### config.mk
export PLATFORM = sky130hd
export DESIGN_NAME = key_to_nco_sawtooth_unit_flat
export DESIGN_NICKNAME = d
export VERILOG_FILES = /design/src/hw/rtl/kns_pkg.sv /design/src/hw/rtl/kns_req_if.sv /design/src/hw/rtl/kns_rsp_if.sv /design/src/hw/rtl/key_to_nco_sawtooth_unit.sv /design/src/hw/rtl/kns_voice.sv /design/src/hw/rtl/kns_phase_acc.sv /design/src/flat_wrapper.sv
export SDC_FILE = /design/constraint.sdc
export NUM_CORES = 1
export LEC_CHECK = 0
export ABC_AREA = 1
export BUFFER_PORTS_ARGS = -buffer_cell sky130_fd_sc_hd__buf_4
export CAP_MARGIN = 20
export CORE_MARGIN = 2
export CORE_UTILIZATION = 40
export DETAILED_ROUTE_END_ITERATION = 6
export GPL_TIMING_DRIVEN = 0
export HOLD_SLACK_MARGIN = 0.02
export PLACE_DENSITY = 0.53
export SETUP_SLACK_MARGIN = 0.1
export SYNTH_ARGS = -nofsm -noshare
export SYNTH_HDL_FRONTEND = slang
export SYNTH_SLANG_ARGS = --single-unit
export TNS_END_PERCENT = 50
### constraint.sdc
create_clock -name clk -period 4.31 [get_ports clk]
set_input_delay 0.862 -clock clk [delete_from_list [all_inputs] [get_ports clk]]
set_output_delay 0.862 -clock clk [all_outputs]
set_load 0.01 [all_outputs]
### src/hw/rtl/kns_pkg.sv
package kns_pkg;

    // field widths
    localparam int KEY_BITS   = 12;
    localparam int STEP_BITS  = 32;
    localparam int NOTE_BITS  = 4;
    localparam int SAMP_BITS  = 8;

    // accumulator width, valid from 16 to 48
    localparam int PHASE_BITS = 32;
    localparam int SUM_BITS   = (PHASE_BITS > STEP_BITS) ? PHASE_BITS : STEP_BITS;

    // request kinds
    localparam logic ACT_SCAN = 1'b0;
    localparam logic ACT_TICK = 1'b1;

    // all keys released (active low)
    localparam logic [KEY_BITS-1:0] KEYS_IDLE = '1;

    // one-cycle update strobes from the pipeline to the state holders
    typedef struct packed {
        logic scan_en;
        logic tick_en;
    } kns_ctrl_t;

    // voice state after the update of the current request
    typedef struct packed {
        logic [STEP_BITS-1:0] step;
        logic [NOTE_BITS-1:0] note;
        logic                 held;
    } kns_voice_t;

    // phase increment for each semitone, C upwards
    function automatic logic [STEP_BITS-1:0] note_step(input logic [NOTE_BITS-1:0] n);
        logic [STEP_BITS-1:0] s;
        unique case (n)
            4'd0:    s = 32'd51076057;
            4'd1:    s = 32'd54113197;
            4'd2:    s = 32'd57330935;
            4'd3:    s = 32'd60740010;
            4'd4:    s = 32'd64351799;
            4'd5:    s = 32'd68178356;
            4'd6:    s = 32'd72232452;
            4'd7:    s = 32'd76527617;
            4'd8:    s = 32'd81078186;
            4'd9:    s = 32'd85899346;
            4'd10:   s = 32'd91007187;
            4'd11:   s = 32'd96418756;
            default: s = '0;
        endcase
        return s;
    endfunction

endpackage

### src/hw/rtl/kns_req_if.sv
interface kns_req_if;
    logic                         valid;
    logic                         ready;
    logic                         action;
    logic [kns_pkg::KEY_BITS-1:0] keys;

    modport source (output valid, output action, output keys, input ready);
    modport sink   (input valid, input action, input keys, output ready);
endinterface

### src/hw/rtl/kns_rsp_if.sv
interface kns_rsp_if;
    logic                          valid;
    logic                          ready;
    logic [kns_pkg::SAMP_BITS-1:0] sample;
    logic [kns_pkg::STEP_BITS-1:0] step_size;
    logic [kns_pkg::NOTE_BITS-1:0] note_index;
    logic                          any_pressed;

    modport source (output valid, output sample, output step_size, output note_index,
                    output any_pressed, input ready);
    modport sink   (input valid, input sample, input step_size, input note_index,
                    input any_pressed, output ready);
endinterface

### src/hw/rtl/key_to_nco_sawtooth_unit.sv
// channel | dir | handshake         | payload
// req     | in  | valid/ready       | action, keys
// rsp     | out | valid/ready       | sample, step_size, note_index, any_pressed
//
// one response per request, one request per cycle sustained while rsp.ready holds
// a request goes through the input register, then its update goes into the response register
// the combinational path between the registers is the key compare with lowest-key encode or one phase add
// rst_n clears the voice state, the phase and both valid flags at once
// a stalled response holds the pipe; the input register keeps taking requests while it is free
module key_to_nco_sawtooth_unit (
    input  logic   clk,
    input  logic   rst_n,
    kns_req_if.sink    req,
    kns_rsp_if.source  rsp
);
    import kns_pkg::*;

    // input register
    logic                in_valid_reg;
    logic                in_valid_next;
    logic                action_reg;
    logic [KEY_BITS-1:0] keys_reg;

    // response register
    logic                 out_valid_reg;
    logic                 out_valid_next;
    logic [SAMP_BITS-1:0] sample_reg;
    logic [STEP_BITS-1:0] step_size_reg;
    logic [NOTE_BITS-1:0] note_reg;
    logic                 pressed_reg;

    logic                 advance;
    logic                 take;
    kns_ctrl_t            ctrl;
    kns_voice_t           voice_next;
    logic [STEP_BITS-1:0] step_now;
    logic [SAMP_BITS-1:0] sample_next;

    // the held request moves on when the response slot is free or being emptied
    assign advance = in_valid_reg && (!out_valid_reg || rsp.ready);
    assign req.ready = !in_valid_reg || advance;
    assign take = req.valid && req.ready;

    // state only moves on the cycle a request leaves the input register
    assign ctrl.scan_en = advance && (action_reg == ACT_SCAN);
    assign ctrl.tick_en = advance && (action_reg == ACT_TICK);

    kns_voice u_voice (
        .clk        (clk),
        .rst_n      (rst_n),
        .ctrl       (ctrl),
        .keys       (keys_reg),
        .step_now   (step_now),
        .voice_next (voice_next)
    );

    // step cannot change on a tick, so the current step feeds the add
    kns_phase_acc u_phase (
        .clk         (clk),
        .rst_n       (rst_n),
        .ctrl        (ctrl),
        .step        (step_now),
        .sample_next (sample_next)
    );

    always_comb
    begin
        in_valid_next = in_valid_reg;
        if (take)
        begin
            in_valid_next = 1'b1;
        end
        else if (advance)
        begin
            in_valid_next = 1'b0;
        end
    end

    always_comb
    begin
        out_valid_next = out_valid_reg;
        if (advance)
        begin
            out_valid_next = 1'b1;
        end
        else if (rsp.ready)
        begin
            out_valid_next = 1'b0;
        end
    end

    always_ff @(posedge clk or negedge rst_n)
    begin
        if (!rst_n)
        begin
            in_valid_reg  <= 1'b0;
            out_valid_reg <= 1'b0;
        end
        else
        begin
            in_valid_reg  <= in_valid_next;
            out_valid_reg <= out_valid_next;
        end
    end

    // payload registers, no reset needed
    always_ff @(posedge clk)
    begin
        if (take)
        begin
            action_reg <= req.action;
            keys_reg   <= req.keys;
        end
        if (advance)
        begin
            sample_reg    <= sample_next;
            step_size_reg <= voice_next.step;
            note_reg      <= voice_next.note;
            pressed_reg   <= voice_next.held;
        end
    end

    assign rsp.valid       = out_valid_reg;
    assign rsp.sample      = sample_reg;
    assign rsp.step_size   = step_size_reg;
    assign rsp.note_index  = note_reg;
    assign rsp.any_pressed = pressed_reg;

endmodule

### src/hw/rtl/kns_voice.sv
module kns_voice (
    input  logic                         clk,
    input  logic                         rst_n,
    input  kns_pkg::kns_ctrl_t           ctrl,
    input  logic [kns_pkg::KEY_BITS-1:0] keys,
    output logic [kns_pkg::STEP_BITS-1:0] step_now,
    output kns_pkg::kns_voice_t          voice_next
);
    import kns_pkg::*;

    logic [KEY_BITS-1:0]  prev_keys_reg;
    logic [KEY_BITS-1:0]  prev_keys_next;
    logic [STEP_BITS-1:0] step_reg;
    logic [STEP_BITS-1:0] step_next;
    logic [NOTE_BITS-1:0] note_reg;
    logic [NOTE_BITS-1:0] note_next;
    logic                 held_reg;
    logic                 held_next;
    logic [KEY_BITS-1:0]  changed;
    logic [NOTE_BITS-1:0] lowest;

    assign changed = keys ^ prev_keys_reg;

    // priority encoder, lowest changed key wins
    always_comb
    begin
        lowest = '0;
        for (int i = KEY_BITS - 1; i >= 0; i--)
        begin
            if (changed[i])
            begin
                lowest = NOTE_BITS'(i);
            end
        end
    end

    always_comb
    begin
        prev_keys_next = prev_keys_reg;
        step_next      = step_reg;
        note_next      = note_reg;
        held_next      = held_reg;
        if (ctrl.scan_en)
        begin
            prev_keys_next = keys;
            if (changed != '0)
            begin
                note_next = lowest;
                step_next = note_step(lowest);
            end
            if (keys == KEYS_IDLE)
            begin
                held_next = 1'b0;
                step_next = '0;
            end
            else
            begin
                held_next = 1'b1;
            end
        end
    end

    always_ff @(posedge clk or negedge rst_n)
    begin
        if (!rst_n)
        begin
            prev_keys_reg <= '0;
            step_reg      <= '0;
            note_reg      <= '0;
            held_reg      <= 1'b0;
        end
        else
        begin
            prev_keys_reg <= prev_keys_next;
            step_reg      <= step_next;
            note_reg      <= note_next;
            held_reg      <= held_next;
        end
    end

    assign step_now        = step_reg;
    assign voice_next.step = step_next;
    assign voice_next.note = note_next;
    assign voice_next.held = held_next;

endmodule

### src/hw/rtl/kns_phase_acc.sv
module kns_phase_acc (
    input  logic                          clk,
    input  logic                          rst_n,
    input  kns_pkg::kns_ctrl_t            ctrl,
    input  logic [kns_pkg::STEP_BITS-1:0] step,
    output logic [kns_pkg::SAMP_BITS-1:0] sample_next
);
    import kns_pkg::*;

    logic [PHASE_BITS-1:0] phase_reg;
    logic [PHASE_BITS-1:0] phase_next;
    logic [SUM_BITS-1:0]   sum;

    // wraps modulo the accumulator width
    assign sum = SUM_BITS'(phase_reg) + SUM_BITS'(step);

    always_comb
    begin
        phase_next = phase_reg;
        if (ctrl.tick_en)
        begin
            phase_next = sum[PHASE_BITS-1:0];
        end
    end

    always_ff @(posedge clk or negedge rst_n)
    begin
        if (!rst_n)
        begin
            phase_reg <= '0;
        end
        else
        begin
            phase_reg <= phase_next;
        end
    end

    assign sample_next = phase_next[PHASE_BITS-1 -: SAMP_BITS];

endmodule
### src/flat_wrapper.sv
// flat-port wrapper written by rule: the top's interface ports become plain ports
module key_to_nco_sawtooth_unit_flat import kns_pkg::*;
  (clk, rst_n, req_valid, req_action, req_keys, req_ready, rsp_valid, rsp_sample, rsp_step_size, rsp_note_index, rsp_any_pressed, rsp_ready);
  kns_req_if req_i ();
  kns_rsp_if rsp_i ();
  input  logic clk;
  input  logic rst_n;
  input wire logic [$bits(req_i.valid)-1:0] req_valid;
  input wire logic [$bits(req_i.action)-1:0] req_action;
  input wire logic [$bits(req_i.keys)-1:0] req_keys;
  output wire logic [$bits(req_i.ready)-1:0] req_ready;
  output wire logic [$bits(rsp_i.valid)-1:0] rsp_valid;
  output wire logic [$bits(rsp_i.sample)-1:0] rsp_sample;
  output wire logic [$bits(rsp_i.step_size)-1:0] rsp_step_size;
  output wire logic [$bits(rsp_i.note_index)-1:0] rsp_note_index;
  output wire logic [$bits(rsp_i.any_pressed)-1:0] rsp_any_pressed;
  input wire logic [$bits(rsp_i.ready)-1:0] rsp_ready;
  assign req_i.valid = req_valid;
  assign req_i.action = req_action;
  assign req_i.keys = req_keys;
  assign req_ready = req_i.ready;
  assign rsp_valid = rsp_i.valid;
  assign rsp_sample = rsp_i.sample;
  assign rsp_step_size = rsp_i.step_size;
  assign rsp_note_index = rsp_i.note_index;
  assign rsp_any_pressed = rsp_i.any_pressed;
  assign rsp_i.ready = rsp_ready;
  key_to_nco_sawtooth_unit u_core (.clk(clk), .rst_n(rst_n), .req(req_i), .rsp(rsp_i));
endmodule
Yosys cells after proc, flatten, opt, wreduce, memory -nomap -nowiden

Memories as Yosys holds them, arrays and structs flattened.
Index checks and enable logic that the tools add are counted.

Add/sub/neg operators: 1
Reductions and logical operators: 11
Shift operators: 0
Divide/modulo/power cells: 0
Bitwise logic cells: 2
Eq/ne operators: 1
$lt $le $gt $ge: 0
Mux-type cells: 24
Multipliers: 0

Operator list:

| cell                 | number |
|---|---|
| $mux 32              | 4 |
| $mux 4               | 14 |
| $add 32x32->32       | 1 |
| $eq 12x12->1 const B | 1 |
| $reduce_bool 12->1   | 1 |
| $xor 12x12->12       | 1 |
| $mux 1               | 6 |
| $logic_and 1x1->1    | 4 |
| $reduce_bool 2->1    | 2 |
| $logic_not 1->1      | 2 |
| $logic_or 1x1->1     | 2 |
| $not 1->1            | 1 |

Input port bits: 17
Register bits: 141
Memories kept: 1
ROM bits: 432
RAM bits: 0
Latch bits: 0

Memory list:

| memory           | depth | width | read ports | clocked after memory_dff | wr ports | RTL line      | RTL |
|---|---|---|---|---|---|---|---|
| (name not given) | 16    | 27    | 1          | 0                        | 0        | kns_pkg.sv:36 | `unique case (n)` |

Logic depth before layout (Yosys ltp)

An unclocked memory read counts as a cell.

Depth in word-level cells: 17
Depth in mapped cells: 23

Hierarchy

From an unflattened synthesis, not the netlist that was laid out.

Cells, all modules: 1058
Area total of the unflattened synthesis: 8215.4 µm²

By module, submodules not included:

| module                   | cells each | instances | area an instance (µm²) |
|---|---|---|---|
| kns_phase_acc            | 604        | 1         | 3529.6 |
| kns_voice                | 381        | 1         | 2834.0 |
| key_to_nco_sawtooth_unit | 73         | 1         | 1851.8 |

Worst setup path before layout

Ideal clock, no wire load.

Path kind: input to register
Start: input rsp_ready
End: register u_core.sample_reg[0] (netlist: u_core.rsp.sample[0]) (data pin)
Cell stages on the path: 9
Library setup time: 276 ps
Arrival: 2766 ps
Path buffers: 2
Data required time: 4034 ps
Slack: 1267 ps
Path through: inv_1 -> nand2_1 -> nand2_1 -> inv_1 -> nand2_1 -> clkbuf_1 -> clkbuf_1 -> nand2_1 -> o21ai_0

Cells in the longest elaborated chain, start to end: 4

RTL lines:

| item                      | RTL line                        | RTL |
|---|---|---|
| start: declaration        | flat_wrapper.sv:17              | `input wire logic [$bits(rsp_i.ready)-1:0] rsp_ready;` |
| $logic_or 1x1->1          | key_to_nco_sawtooth_unit.sv:40  | `assign advance = in_valid_reg && (!out_valid_reg \|\| rsp.ready);` |
| $logic_and 1x1->1         | key_to_nco_sawtooth_unit.sv:40  |  |
| via u_core.advance        | key_to_nco_sawtooth_unit.sv:32  | `logic advance;` |
| $logic_and 1x1->1         | key_to_nco_sawtooth_unit.sv:46  | `assign ctrl.tick_en = advance && (action_reg == ACT_TICK);` |
| $mux 32                   | kns_phase_acc.sv:20             | `if (ctrl.tick_en)` |
| via u_core.sample_next[0] | key_to_nco_sawtooth_unit.sv:37  | `logic [SAMP_BITS-1:0] sample_next;` |
| end signal: assignment    | key_to_nco_sawtooth_unit.sv:116 | `sample_reg <= sample_next;` |
| end: declaration          | key_to_nco_sawtooth_unit.sv:27  | `logic [SAMP_BITS-1:0] sample_reg;` |

The timed path passes the listed nets, and every way through them passes these cells.
A chain may end at the register's enable or synchronous reset.

Worst setup path in the final report

Start: register u_core.u_voice.step_reg[0] (netlist: u_core.u_voice.step_now[0])
End: register u_core.sample_reg[0] (netlist: u_core.rsp.sample[0]) (data pin)

Cells in the longest elaborated chain, start to end: 2

RTL lines:

| item                      | RTL line                       | RTL |
|---|---|---|
| start: declaration        | kns_voice.sv:13                | `logic [STEP_BITS-1:0] step_reg;` |
| start signal: assignment  | kns_voice.sv:75                | `step_reg <= step_next;` |
| $add 32x32->32            | kns_phase_acc.sv:15            | `assign sum = SUM_BITS'(phase_reg) + SUM_BITS'(step);` |
| $mux 32                   | kns_phase_acc.sv:20            |  |
| via u_core.sample_next[0] | key_to_nco_sawtooth_unit.sv:37 |  |

The timed path passes the listed nets, and every way through them passes these cells.

==> metrics.md <==
| Metric | Value |
|---|---|
| Crit path from | `u_core.u_voice.step_now[0]` |
| Area Growth Syn to Fin | `18.95%` |
| Pre-Repair DR Iteration Count | `5` |
| Post-DP HPWL | `approximately 16,000 microns` |
| # diodes | `0` |
| CTS Buffer Depth | `2` |
| Worst slew pin tran | `0.6143 ns` |
| Status | `finished, final reports clean` |
| Max_cap viols | `0` |
| Grt met1 use | `25.33%` |
| Commonest non-fill, non-tap cell in the layout | `nand2_1` |
| TritonCTS buffer count | `17` |
| # hold bufs at CTS | `0` |
| DR WL/cell | `17.69 microns` |
| Clock-pin slew on the worst setup and hold paths | `0.06 ns` |
| Cells after DPL | `1,091` |
| Crit-path max FO | `3` |
| WP data arrival | `3.29 ns` |
| Setup repair bufs after CTS | `0` |
| GR Overflow Total | `0` |
| GR peak layer | `met2` |
| Die Wd | `138.8 microns` |
| Yosys warning count | `0` |
| H-Tree Depth | `4` |
| Die area | `19,270 sq um` |
| Initial antenna violation count | `0` |
| CTS tree | `done` |
| FP Rows | `49` |
| DIE HEIGHT | `138.8 microns` |
| Multi-input logic area | `3068 sq um` |
| IO Port Bufs | `63` |
| Minimum clock period | `between 3 and 4 ns` |
| Largest net degree at the start of global routing | `44` |
| Routed WL | `19,880 microns` |
| Final setup vio count | `0` |
| Syn Area/Cell | `9.119 sq um` |
| Initial Util | `40.60%` |
| Fin util | `48.29%` |
| Root buf cell | `clkbuf_16` |
| Leakage Power | `between 4 and 5 nW` |
| Syn Std Cell Area | `7268 sq um` |
| Skew-Pair Late Insertion Delay | `approximately 0.42 ns` |
| Period utilization | `72.23%` |
| FF-to-FF Start | `u_core.u_voice.step_now[0]` |
| Distinct cells, synth | `45` |
| IO Count | `between 60 and 70` |
| Layout cell share with drive strength beyond 1 | `13.85%` |
| Gpl congestion | `around 0.95` |
| Worst Setup Start Kind | `flop` |
| DRC | `0` |
| PD cells | `738.8 nW/um^2` |
| Synth Net Count | `approximately 850` |
| Post-cts sizing count | `0` |
| DRT iter0 DRCs | `roughly 340` |
| Met3 Use GR | `between 3 and 4%` |
| First-pass GRT wire length | `31,750 microns` |
| Skew final | `about 0.007 ns` |
| Crit path capture type | `flop` |
| Via/cell ratio | `5.129` |
| End of the critical path | `u_core.rsp.sample[0]` |
| Post-Synthesis Cells | `797` |
| Fin cells | `between 1,000 and 1,500` |
| Maximum clock frequency | `321.2 MHz` |
| Peak VDD IR | `between 0.3 and 0.4 mV` |
| FF+latch area | `about 3800 sq um` |
| Number of global-route vias before repair | `5,963` |
| WS Path Type | `reg2reg` |
| Hold Crit Class | `in2async` |
| Total power | `approximately 6.4 mW` |
| Hold Slack | `about 0.43 ns` |
| Seq/Total Area, Yosys | `52.54%` |
| Via count | `a little under 6,000` |
| Flop2flop setup slack | `around 1.2 ns` |
| R2r endpoint | `u_core.rsp.sample[0]` |
| Post-route ant nets | `0` |
| Async SR Flop Fraction | `~59%` |
| Seq cells post-synth | `~140` |
| Most common flop cell mapped by yosys | `dfrtp_1` |
| CTS sink cnt | `around 140` |
| Fin nets | `936` |
| Most frequent cells in the layout | `nand2_1 (197), o21ai_0 (84), dfrtp_1 (83)` |
| Core box area | `17,900 sq um` |
| Critical Path RT | `4.49 ns` |
| Fin. Hold Viols | `0` |
| Slew Limit Fails | `0` |
| M2 GR Usage | `38.68%` |
| Total GRT Usage | `21.25%` |
| FILL cells | `1,764` |
| Worst slew margin | `about three fifths` |
| Depth of the worst register-to-register path | `11` |
| RSZ-0062 raised after global routing | `false` |
| EDFF count, synth | `58` |
-- worst max-delay path: stages (launching register included) --
cell	delay (ns)
dfrtp_1	0.38
ha_1	0.19
inv_1	0.06
fa_1	0.46
o21ai_1	0.31
a21oi_2	0.15
o21bai_1	0.26
a21oi_1	0.20
o21ai_2	0.25
a21oi_1	0.12
xor2_1	0.15
o21ai_0	0.35
-- layer usage --
| metal | vias to the layer above | part of all wire, % |
|---|---|---|
| li1 | 2854 | - |
| met1 | 2751 | 43 |
| met2 | 127 | 52 |
| met3 | 33 | 2.6 |
| met4 | 0 | 2.4 |
| met5 | - | 0 |
-- cell usage after synthesis, types with 10 or more instances --
cell | count | area, sq um
o21ai_0 | 84 | 420.4
nand2_1 | 197 | 739.5
nand3_1 | 20 | 100.1
xor2_1 | 17 | 148.9
clkbuf_1 | 15 | 56.30
xnor2_1 | 16 | 140.1
o21ai_1 | 10 | 50.05
inv_1 | 78 | 292.8
ha_1 | 36 | 450.4
a21oi_1 | 52 | 260.3
edfxtp_1 | 58 | 1742
nor2_1 | 51 | 191.4
dfrtp_1 | 83 | 2077
-- stage by stage --
stage	cell area (sq um)	worst slack, ns	TNS, ns
after detailed placement	8075	0.7948	0
after global routing	8646	0.9657	0
after global placement	8028	-0.2325	-1.450
final	8646	1.197	0
after CTS	8638	1.186	0
after floorplan	7268	1.267	0
-- power breakdown --
group          switching [mW]  internal (mW)
clock                   0.609          0.803
combinational            1.75           1.04
sequential              0.294           1.89
total                    2.66           3.73
-- how the worst min path moves through the flow --
stage	startpoint	endpoint	slack, ns	depth (start not counted)
finish	rst_n	u_core.u_phase.phase_reg[16]	0.43	1
global route	rst_n	u_core.u_phase.phase_reg[16]	0.47	1
CTS	rst_n	u_core.u_phase.phase_reg[16]	0.45	1
detailed placement	u_core.u_voice.held_reg	u_core.u_voice.held_reg	0.47	2
global placement	u_core.u_voice.held_reg	u_core.u_voice.held_reg	0.47	2
floorplan	u_core.u_voice.held_reg	u_core.u_voice.held_reg	0.44	2
-- kinds of logic (layout without fill, tap and decap cells) --
| group | after synthesis | after routing | share of synthesized area, % |
|---|---|---|---|
| compound gates | 187 | 187 | 14.46 |
| xor+xnor | 34 | 34 | 4.200 |
| fa+ha+maj | 37 | 37 | 6.473 |
| simple gates | 299 | 299 | 17.08 |
| buf+inv | 99 | 197 | 5.250 |
| flops | 141 | 141 | 52.54 |
-- final cells by class --
class | count | share of cell area, %
Multi-Input combinational cell | 557 | 35.48
Tap cell | 229 | 3.314
Inverter | 81 | 3.517
Timing Repair Buffer | 66 | 6.107
Clock buffer | 17 | 4.920
Buffer | 18 | 0.8973
Clock inverter | 15 | 1.592
Sequential cell | 141 | 44.17
Note: power is estimated with default switching activity, not from simulation.
